`config.mk`:
```
export PLATFORM = sky130hd
export DESIGN_NAME = pii_pattern_scanner
export DESIGN_NICKNAME = d
export VERILOG_FILES = /design/src/rtl/pii_scan_pkg.sv /design/src/rtl/pii_pattern_scanner.sv
export SDC_FILE = /design/constraint.sdc
export NUM_CORES = 1
export LEC_CHECK = 0
export BUFFER_PORTS_ARGS = -buffer_cell sky130_fd_sc_hd__buf_4
export CELL_PAD_IN_SITES_DETAIL_PLACEMENT = 1
export CELL_PAD_IN_SITES_GLOBAL_PLACEMENT = 1
export CORE_MARGIN = 1.5
export CORE_UTILIZATION = 43
export DETAILED_ROUTE_END_ITERATION = 10
export PLACE_DENSITY = 0.79
export SLEW_MARGIN = 15
export SYNTH_ARGS = -nofsm -noshare
export SYNTH_HDL_FRONTEND = slang
export SYNTH_SLANG_ARGS = --single-unit
```
`constraint.sdc`:
```
create_clock -name clk -period 2.45 [get_ports clk]
set_input_delay 0.245 -clock clk [delete_from_list [all_inputs] [get_ports clk]]
set_output_delay 0.245 -clock clk [all_outputs]
set_load 0.01 [all_outputs]
```
`src/rtl/pii_scan_pkg.sv`:
```
// ============================================================================
// pii_scan_pkg
// Shared types, constants and byte classifiers for the personal-data scanner.
// ============================================================================
`default_nettype none

package pii_scan_pkg;

  localparam int DIGIT_RUN_LIMIT_DEF = 10;
  localparam int HIST_DEPTH          = 10;
  localparam int DOMAIN_CHECK_LEN    = 11;
  localparam int NUM_NAMES           = 3;
  localparam int NAME_W              = 8 * DOMAIN_CHECK_LEN;
  localparam int DOM_LEN_W           = $clog2(DOMAIN_CHECK_LEN + 1);

  localparam logic [7:0] CHAR_AT   = 8'h40;
  localparam logic [7:0] CHAR_DASH = 8'h2D;
  localparam logic [7:0] CHAR_DOT  = 8'h2E;
  localparam logic [7:0] CHAR_USCR = 8'h5F;

  typedef enum logic [1:0] {
    CLS_OTHER = 2'd0,
    CLS_DIGIT = 2'd1,
    CLS_DASH  = 2'd2
  } byte_class_t;

  // classes of the ten bytes ahead of a digit, newest first
  localparam byte_class_t SSN_SHAPE [HIST_DEPTH] = '{
    CLS_DIGIT, CLS_DIGIT, CLS_DIGIT, CLS_DASH, CLS_DIGIT,
    CLS_DIGIT, CLS_DASH, CLS_DIGIT, CLS_DIGIT, CLS_DIGIT
  };

  localparam logic [NAME_W-1:0] ALLOWED_NAMES [NUM_NAMES] = '{
    "example.com", "example.org", "example.net"
  };

  function automatic logic is_digit(input logic [7:0] c);
    return (c >= 8'h30) && (c <= 8'h39);
  endfunction

  function automatic logic is_domain_byte(input logic [7:0] c);
    return is_digit(c) || ((c >= 8'h61) && (c <= 8'h7A)) ||
           ((c >= 8'h41) && (c <= 8'h5A)) ||
           (c == CHAR_DOT) || (c == CHAR_DASH) || (c == CHAR_USCR);
  endfunction

  function automatic byte_class_t classify(input logic [7:0] c);
    byte_class_t cls;
    if (is_digit(c)) begin
      cls = CLS_DIGIT;
    end else if (c == CHAR_DASH) begin
      cls = CLS_DASH;
    end else begin
      cls = CLS_OTHER;
    end
    return cls;
  endfunction

  // character at position pos of an allowed name, first character at 0
  function automatic logic [7:0] name_char(input logic [NAME_W-1:0] name,
                                           input logic [DOM_LEN_W-1:0] pos);
    logic [7:0] ch;
    ch = '0;
    for (int i = 0; i < DOMAIN_CHECK_LEN; i++) begin
      if (pos == DOM_LEN_W'(i)) begin
        ch = name[8*(DOMAIN_CHECK_LEN-1-i) +: 8];
      end
    end
    return ch;
  endfunction

endpackage

`default_nettype wire

```
`src/rtl/pii_pattern_scanner.sv`:
```
// ============================================================================
// pii_pattern_scanner
// Streaming scanner that refuses text holding ID numbers, long digit runs or
// mail addresses outside the example domains.
// ============================================================================
// Usage:
//   Input channel (in_valid / in_stall): one text byte per item, with
//   in_last_byte high on the final byte of a stream.
//   Result channel (out_valid / out_stall): one item per stream, out_refused,
//   issued for the final byte; no result for other bytes.
//   Throughput: one byte per cycle while in_stall stays low, set by the single
//   update pass between the input register and the scan state.
//   Result path: the final byte goes through the input register, then the
//   result register, which raises out_valid.
//   Stall: while out_stall holds a pending verdict, ordinary bytes keep
//   flowing; a further final byte waits in the input register and in_stall
//   rises until the result register frees.
//   Reset: rst_n (synchronous, active low) empties both registers and clears
//   the scan state; the state clears again after every final byte.
// ============================================================================
`default_nettype none

module pii_pattern_scanner
  import pii_scan_pkg::*;
#(
  parameter int DIGIT_RUN_LIMIT = DIGIT_RUN_LIMIT_DEF
) (
  input  wire logic       clk,
  input  wire logic       rst_n,
  input  wire logic       in_valid,
  output logic            in_stall,
  input  wire logic [7:0] in_data_byte,
  input  wire logic       in_last_byte,
  output logic            out_valid,
  input  wire logic       out_stall,
  output logic            out_refused
);

  localparam int RunW = $clog2(DIGIT_RUN_LIMIT + 1);

  // input register
  logic       in_valid_r;
  logic [7:0] in_byte_r;
  logic       in_last_r;

  // scan state
  byte_class_t                class_hist_r [HIST_DEPTH];
  logic [RunW-1:0]            run_cnt_r;
  logic                       in_domain_r;
  logic [DOM_LEN_W-1:0]       domain_len_r;
  logic [NUM_NAMES-1:0]       prefix_match_r;
  logic                       violation_r;

  // result register
  logic out_valid_r;
  logic out_refused_r;

  logic                 proceed;
  byte_class_t          cls;
  logic                 ssn_hit;
  logic [RunW-1:0]      run_cnt_nxt;
  logic                 in_domain_nxt;
  logic [DOM_LEN_W-1:0] domain_len_nxt;
  logic [NUM_NAMES-1:0] prefix_match_nxt;
  logic                 violation_nxt;
  logic                 verdict;

  assign proceed  = in_valid_r && (!in_last_r || !out_valid_r || !out_stall);
  assign in_stall = in_valid_r && !proceed;

  assign out_valid   = out_valid_r;
  assign out_refused = out_refused_r;

  always_ff @(posedge clk) begin
    if (!rst_n) begin
      in_valid_r <= 1'b0;
    end else if (!in_stall) begin
      in_valid_r <= in_valid;
    end
  end

  always_ff @(posedge clk) begin
    if (!in_stall) begin
      in_byte_r <= in_data_byte;
      in_last_r <= in_last_byte;
    end
  end

  always_comb begin
    cls     = classify(in_byte_r);
    ssn_hit = (cls == CLS_DIGIT);
    for (int i = 0; i < HIST_DEPTH; i++) begin
      if (class_hist_r[i] != SSN_SHAPE[i]) begin
        ssn_hit = 1'b0;
      end
    end

    run_cnt_nxt   = '0;
    violation_nxt = violation_r | ssn_hit;
    if (cls == CLS_DIGIT) begin
      run_cnt_nxt = (run_cnt_r < RunW'(DIGIT_RUN_LIMIT)) ? run_cnt_r + 1'b1 : run_cnt_r;
      if (run_cnt_nxt >= RunW'(DIGIT_RUN_LIMIT)) begin
        violation_nxt = 1'b1;
      end
    end

    in_domain_nxt    = in_domain_r;
    domain_len_nxt   = domain_len_r;
    prefix_match_nxt = prefix_match_r;
    if (in_domain_r) begin
      if (is_domain_byte(in_byte_r)) begin
        for (int k = 0; k < NUM_NAMES; k++) begin
          if (name_char(ALLOWED_NAMES[k], domain_len_r) != in_byte_r) begin
            prefix_match_nxt[k] = 1'b0;
          end
        end
        domain_len_nxt = domain_len_r + 1'b1;
        if (prefix_match_nxt == '0) begin
          violation_nxt = 1'b1;
          in_domain_nxt = 1'b0;
        end else if (domain_len_nxt == DOM_LEN_W'(DOMAIN_CHECK_LEN)) begin
          in_domain_nxt = 1'b0;
        end
      end else begin
        if (domain_len_r != '0) begin
          violation_nxt = 1'b1;
        end
        in_domain_nxt = 1'b0;
      end
    end
    if (in_byte_r == CHAR_AT) begin
      in_domain_nxt    = 1'b1;
      domain_len_nxt   = '0;
      prefix_match_nxt = '1;
    end

    // an open, nonempty domain at the end of the stream counts as a violation
    verdict = violation_nxt | (in_domain_nxt && (domain_len_nxt != '0));
  end

  always_ff @(posedge clk) begin
    if (!rst_n || (proceed && in_last_r)) begin
      for (int i = 0; i < HIST_DEPTH; i++) begin
        class_hist_r[i] <= CLS_OTHER;
      end
      run_cnt_r      <= '0;
      in_domain_r    <= 1'b0;
      domain_len_r   <= '0;
      prefix_match_r <= '1;
      violation_r    <= 1'b0;
    end else if (proceed) begin
      class_hist_r[0] <= cls;
      for (int i = 1; i < HIST_DEPTH; i++) begin
        class_hist_r[i] <= class_hist_r[i-1];
      end
      run_cnt_r      <= run_cnt_nxt;
      in_domain_r    <= in_domain_nxt;
      domain_len_r   <= domain_len_nxt;
      prefix_match_r <= prefix_match_nxt;
      violation_r    <= violation_nxt;
    end
  end

  always_ff @(posedge clk) begin
    if (!rst_n) begin
      out_valid_r <= 1'b0;
    end else if (proceed && in_last_r) begin
      out_valid_r <= 1'b1;
    end else if (!out_stall) begin
      out_valid_r <= 1'b0;
    end
  end

  always_ff @(posedge clk) begin
    if (proceed && in_last_r) begin
      out_refused_r <= verdict;
    end
  end

  // checks
  a_domain_len_bound: assert property (@(posedge clk) disable iff (!rst_n)
    in_domain_r |-> (domain_len_r < DOM_LEN_W'(DOMAIN_CHECK_LEN)))
    else $error("domain length past check window");

  a_domain_live_match: assert property (@(posedge clk) disable iff (!rst_n)
    in_domain_r |-> (prefix_match_r != '0))
    else $error("open domain with no allowed name left");

  a_run_cnt_sat: assert property (@(posedge clk) disable iff (!rst_n)
    run_cnt_r <= RunW'(DIGIT_RUN_LIMIT))
    else $error("digit run counter past limit");

  a_clear_after_last: assert property (@(posedge clk) disable iff (!rst_n)
    (proceed && in_last_r) |=> (!violation_r && !in_domain_r && (run_cnt_r == '0)
                                && out_valid_r))
    else $error("state not cleared or verdict missing after final item");

endmodule

`default_nettype wire
```
==> flow_metrics.env, run 1 <==
export IMPL_portBuffers=15
export IMPL_postSynthCellCount=277
export IMPL_critPathMaxFanout=6
export IMPL_grt_pass1_wl_um=11600
export IMPL_r2r_cells=10
export IMPL_drv_slew=0
export IMPL_dieArea_um2=6890
export IMPL_crit_family="simple AND/OR/NAND/NOR gates"
export IMPL_die_x_um=83.0
export IMPL_antenna_found_initial=0
export IMPL_initial_core_util_pct=45.4
export IMPL_max_stage_delay_ns=0.41
export IMPL_ios=16
export IMPL_fmax_mhz=371
export IMPL_root_buffer="clkbuf_8"
export IMPL_rsz0062_at_grt="yes"
export IMPL_worstPathBufferInverterCount=2
export IMPL_hold_path_class="input pin to register"
export IMPL_viasPerCell=5.84
export IMPL_overflow=0
export IMPL_syn_avg_cell_area_um2=9.93
export IMPL_max_cap_violations=0
export IMPL_h_tree_depth=2
export IMPL_clk_pin_slew_ns=0.09
export IMPL_clkLatencyLatePin_ns=0.29
export IMPL_critical_path_class="register to register"
export IMPL_layout_common_cells="buf_4 (57), edfxtp_1 (30), and3_1 (20)"
export IMPL_path_depth=10
export IMPL_cts_tree="yes"
export IMPL_synth_seq_area_share_pct=43.7
export IMPL_fin_ws_ns=-0.247
export IMPL_core_area_um2=6060
export IMPL_yosysTopAreaCell="edfxtp_1"
export IMPL_drc_errors=0
export IMPL_clock_sinks=45
export IMPL_syn_num_nets=296
export IMPL_cp_required_ns=2.49
export IMPL_ys_ff_latch=45
export IMPL_synth_area_leaders="edfxtp_1 (33%), dfxtp_1 (11%), and3_1 (4.5%), o21ai_0 (3.1%), ha_1 (2.7%)"
export IMPL_gp_congestion=0.818
export IMPL_irDropWorstVdd_mv=0.476
export IMPL_antenna_cells=0
export IMPL_worstPathCellList="buf_6 -> ha_4 -> buf_6 -> nor4b_4 -> and2_4 -> o21ai_1 -> a221o_1 -> nor4_4 -> o41a_1 -> o21ai_1"
export IMPL_vias=2346
export IMPL_hold_viol_final=0
export IMPL_synth_async_reset_ratio_pct=0
export IMPL_layout_drive_gt1_share_pct=30.9
export IMPL_die_y_um=83.0
export IMPL_total_power_mw=1.44
export IMPL_tightest_slew_ns=0.460
export IMPL_routed_wl_um=7000
export IMPL_cts_made_buffers=5
export IMPL_p_leak_nw=1.40
export IMPL_hpwl_um=5100
export IMPL_finalClockSkew_ns=0.0132
export IMPL_post_synth_num_cell_types=66
export IMPL_clk_path_buf_depth=2
export IMPL_yosysWarningCount=0
export IMPL_post_route_period_util_pct=110
export IMPL_startpoint_type="register"
export IMPL_holdPathStages=1
export IMPL_violations="negative setup slack"
export IMPL_antenna_left=0
export IMPL_cp_arrival_ns=2.74
export IMPL_yosys_most_used_dff="edfxtp_1"
export IMPL_netlist_area_um2=2750
export IMPL_first_pass_iters=4
export IMPL_setup_viol=4
export IMPL_maxSlewHeadroom_pct=69.3
export IMPL_synth_enable_flop_cells=30
export IMPL_hold_buffers=0
export IMPL_drt_iter0_drc=188
export IMPL_grt_pass1_vias=2351
export IMPL_grtUsageTotal_pct=20.8
export IMPL_tns_ns=-0.588
export IMPL_nets=345
export IMPL_synth_top_cell_area_share_pct=32.7
export IMPL_status="finished with violations"
export IMPL_area_growth_pct=23.9
export IMPL_final_common_cell="buf_4"
export IMPL_power_density_nw_per_um2=422
export IMPL_grt_max_degree=24
export IMPL_wl_per_cell_um=17.4
export IMPL_slowest_stage="a221o_1"
export IMPL_finalCriticalPeriod_ns=2.70
export IMPL_fin_hold_ws_ns=0.132
export IMPL_end_kind="register"
export IMPL_row_count=28
export IMPL_worst_r2r_setup_slack_ns=-0.25
-- layout make-up --
class                           instances  area (um^2)
Clock buffer                            6         82.6
Fill cell                             692         2650
Multi-Input combinational cell        205         1520
Clock inverter                          2         8.76
Sequential cell                        45         1210
Tap cell                               75         93.8
Timing Repair Buffer                   60          462
Inverter                                9         36.3
-- per-layer routing --
metal,wire [um],up-vias,global-route usage [%]
li1,-,1147,-
met1,3200,1161,27.1
met2,3560,34,36.8
met3,175,4,3.38
met4,52,0,3.79
met5,0,-,0
-- kinds of logic after synthesis --
group / share of synthesized area, %
compound gates: 17.9
xor+xnor: 3.50
fa+ha+maj: 2.73
buf+inv: 5.78
flops: 43.7
mux: 0.728
simple gates: 25.7
-- synthesized netlist by cell type (all sizes together), types with 4 or more instances --
cell type / count
nand2: 18
xor2: 5
clkbuf: 9
a21oi: 11
nor2b: 6
nor2: 15
nand3b: 4
edfxtp: 30
nand2b: 7
nor4bb: 5
ha: 6
and2: 5
o22ai: 4
xnor2: 6
buf: 8
dfxtp: 15
or3: 5
and3: 20
nand4: 4
nor4: 5
nor4b: 4
o21ai: 21
nor3: 6
nand3: 4
inv: 9
a31oi: 4
-- stage by stage --
step / std cells / utilization [%] / setup slack (ns) / instance area [um^2]
floorplan: 277 / - / 0.0102 / 2830
global placement: 385 / 52.5 / -0.121 / 3180
detailed placement: 385 / 52.5 / -0.182 / 3180
CTS: 399 / 55.7 / -0.175 / 3370
global route: 402 / 56.2 / -0.306 / 3410
finish: 402 / 56.2 / -0.247 / 3410
-- sequential cells by signal, summed over array words and instances, names as in the netlist --
name / cells
domain_len_r: 4
prefix_match_r: 3
in_byte_r: 8
in_domain_r: 1
in_valid_r: 1
in_last_r: 1
out_refused: 1
violation_r: 1
class_hist_r: 20
out_valid: 1
run_cnt_r: 4
-- report_power, final --
part           internal [mW]  switching (mW)  total (mW)  leakage (nW)
sequential             0.837          0.0190       0.856         0.440
combinational         0.0547          0.0661       0.121         0.906
clock                  0.224           0.238       0.462        0.0486
-- repair_timing --
item,in CTS,in global routing
setup buffers,6,3
cloned,0,0
hold endpoints to repair,0,0
pin swaps,6,8
gates resized for setup,16,4
endpoints found under the setup margin,4,7
-- worst paths after layout --
kind / start / to
worst max-delay path: domain_len_r[0] / out_refused
worst min-delay path: in_data_byte[0] / in_byte_r[0]
worst max register to register: domain_len_r[0] / out_refused
worst min register to register: violation_r / violation_r
No activity file was read; power rests on OpenSTA's default activity.
==> run 2: changes to the inputs <==
- MAX_ROUTING_LAYER: default -> met4
- RECOVER_POWER: default -> 50
==> flow_metrics.env, run 2 (synthesized netlist as in run 1, its figures left out) <==
export IMPL_finalClockSkew_ns=0.00667
export IMPL_utilization_pct=57.2
export IMPL_worstReg2RegEnd="out_refused"
export IMPL_status="finished with violations"
export IMPL_holdPathStages=1
export IMPL_grtUsageTotal_pct=21.4
export IMPL_hpwl_um=5270
export IMPL_dieArea_um2=6890
export IMPL_post_route_period_util_pct=111
export IMPL_worst_r2r_setup_slack_ns=-0.26
export IMPL_die_y_um=83.0
export IMPL_critical_path_class="register to register"
export IMPL_cp_arrival_ns=2.76
export IMPL_row_count=28
export IMPL_critPathMaxFanout=6
export IMPL_core_area_um2=6060
export IMPL_grt_pass1_vias=2414
export IMPL_antenna_cells=0
export IMPL_hold_viol_final=0
export IMPL_final_common_cell="buf_4"
export IMPL_antenna_found_initial=0
export IMPL_layout_drive_gt1_share_pct=33.3
export IMPL_min_to="in_last_r"
export IMPL_total_power_mw=1.43
export IMPL_clk_path_buf_depth=2
export IMPL_clkLatencyLatePin_ns=0.31
export IMPL_power_density_nw_per_um2=412
export IMPL_cp_required_ns=2.50
export IMPL_fmax_mhz=369
export IMPL_maxSlewHeadroom_pct=38.7
export IMPL_cts_made_buffers=5
export IMPL_drv_slew=0
export IMPL_drc_errors=0
export IMPL_initial_core_util_pct=45.4
export IMPL_hold_path_class="input pin to register"
export IMPL_violations="negative setup slack"
export IMPL_setup_viol=4
export IMPL_portBuffers=15
export IMPL_antenna_left=0
export IMPL_cts_tree="yes"
export IMPL_end_kind="register"
export IMPL_top_register="class_hist_r"
export IMPL_overflow=0
export IMPL_layout_common_cells="buf_4 (47), edfxtp_1 (30), and3_1 (20)"
export IMPL_largest_reg_flops=20
export IMPL_fin_hold_ws_ns=0.132
export IMPL_holdCritStartpoint="in_last_byte"
export IMPL_wl_per_cell_um=18.8
export IMPL_top_regs="class_hist_r: 20 flops, in_byte_r: 8 flops"
export IMPL_grt_max_degree=24
export IMPL_clock_sinks=45
export IMPL_fin_ws_ns=-0.258
export IMPL_max_cap_violations=0
export IMPL_r2r_start="domain_len_r[0]"
export IMPL_startpoint_type="register"
export IMPL_viasPerCell=5.94
export IMPL_tightest_slew_ns=0.918
export IMPL_finalCriticalPeriod_ns=2.71
export IMPL_root_buffer="clkbuf_8"
export IMPL_first_pass_iters=4
export IMPL_ios=16
export IMPL_gp_congestion=0.884
export IMPL_rsz0062_at_grt="yes"
export IMPL_nets=345
export IMPL_clk_pin_slew_ns=0.08
export IMPL_p_leak_nw=1.40
export IMPL_h_tree_depth=2
export IMPL_grt_pass1_wl_um=11600
export IMPL_r2r_cells=11
export IMPL_vias=2387
export IMPL_routed_wl_um=7580
export IMPL_irDropWorstVdd_mv=0.387
export IMPL_area_growth_pct=25.9
export IMPL_drt_iter0_drc=139
export IMPL_die_x_um=83.0
[run 2: cell types whose count changed in the layout (fill, tap and decap cells not counted), moves of 2 or more]
cell	previous run	this run
buf_4	57	47
clkbuf_4	0	9
a21oi_4	0	2
or3_1	5	3
clkbuf_1	0	3
or3_4	0	2
a21oi_1	8	6
[run 2: layout make-up]
class | count | area [um^2]
Fill cell | 684 | 2600
Inverter | 9 | 36.3
Multi-Input combinational cell | 205 | 1590
Sequential cell | 45 | 1210
Clock inverter | 2 | 10.0
Tap cell | 75 | 93.8
Clock buffer | 6 | 72.6
Timing Repair Buffer | 60 | 450
[run 2: layer usage]
layer  routed length [um]  GRT usage (%)
met1                 3390           26.6
met2                 3840           36.0
met3                  230           3.88
met4                  113           6.06
met5                    0              -
[run 2: power by group]
part,total (mW),internal (mW),leakage [nW],switching [mW]
clock network,0.444,0.198,0.0450,0.247
logic,0.126,0.0553,0.912,0.0702
registers,0.856,0.837,0.441,0.0193
total,1.43,1.09,1.40,0.336
[run 2: what timing repair did]
| action | in CTS | in global routing |
|---|---|---|
| setup endpoints to repair | 3 | 7 |
| hold buffers | 0 | 0 |
| hold endpoints to repair | 0 | 0 |
| resized for setup | 1 | 35 |
| buffers inserted | 0 | 14 |
| pin swaps | 0 | 18 |
[run 2: metrics by stage]
| stage | cells | setup slack [ns] | setup TNS (ns) | area, um^2 |
|---|---|---|---|---|
| finish | 402 | -0.258 | -0.521 | 3460 |
| global route | 402 | -0.326 | -2.05 | 3460 |
| CTS | 389 | -0.166 | -0.188 | 3230 |
| detailed placement | 381 | -0.193 | -0.241 | 3150 |
| global placement | 381 | -0.241 | -0.394 | 3150 |
| floorplan | 277 | 0.0102 | 0 | 2830 |
[run 2: worst max path at each step]
stage	startpoint	to
global route	domain_len_r[0]	out_refused
global placement	domain_len_r[1]	out_refused
floorplan	domain_len_r[1]	out_refused
detailed placement	domain_len_r[1]	out_refused
finish	domain_len_r[0]	out_refused
CTS	domain_len_r[0]	out_refused
[run 2: worst max-delay path: stages, from the launching register on]
cell and delay [ns]:
dfxtp_4 0.38, inv_4 0.05, ha_4 0.18, buf_4 0.14
nor4_2 0.32, o22ai_2 0.17, mux2i_2 0.24, a221o_1 0.26
nor4_4 0.08, buf_4 0.15, o41ai_4 0.37, o21ai_1 0.10
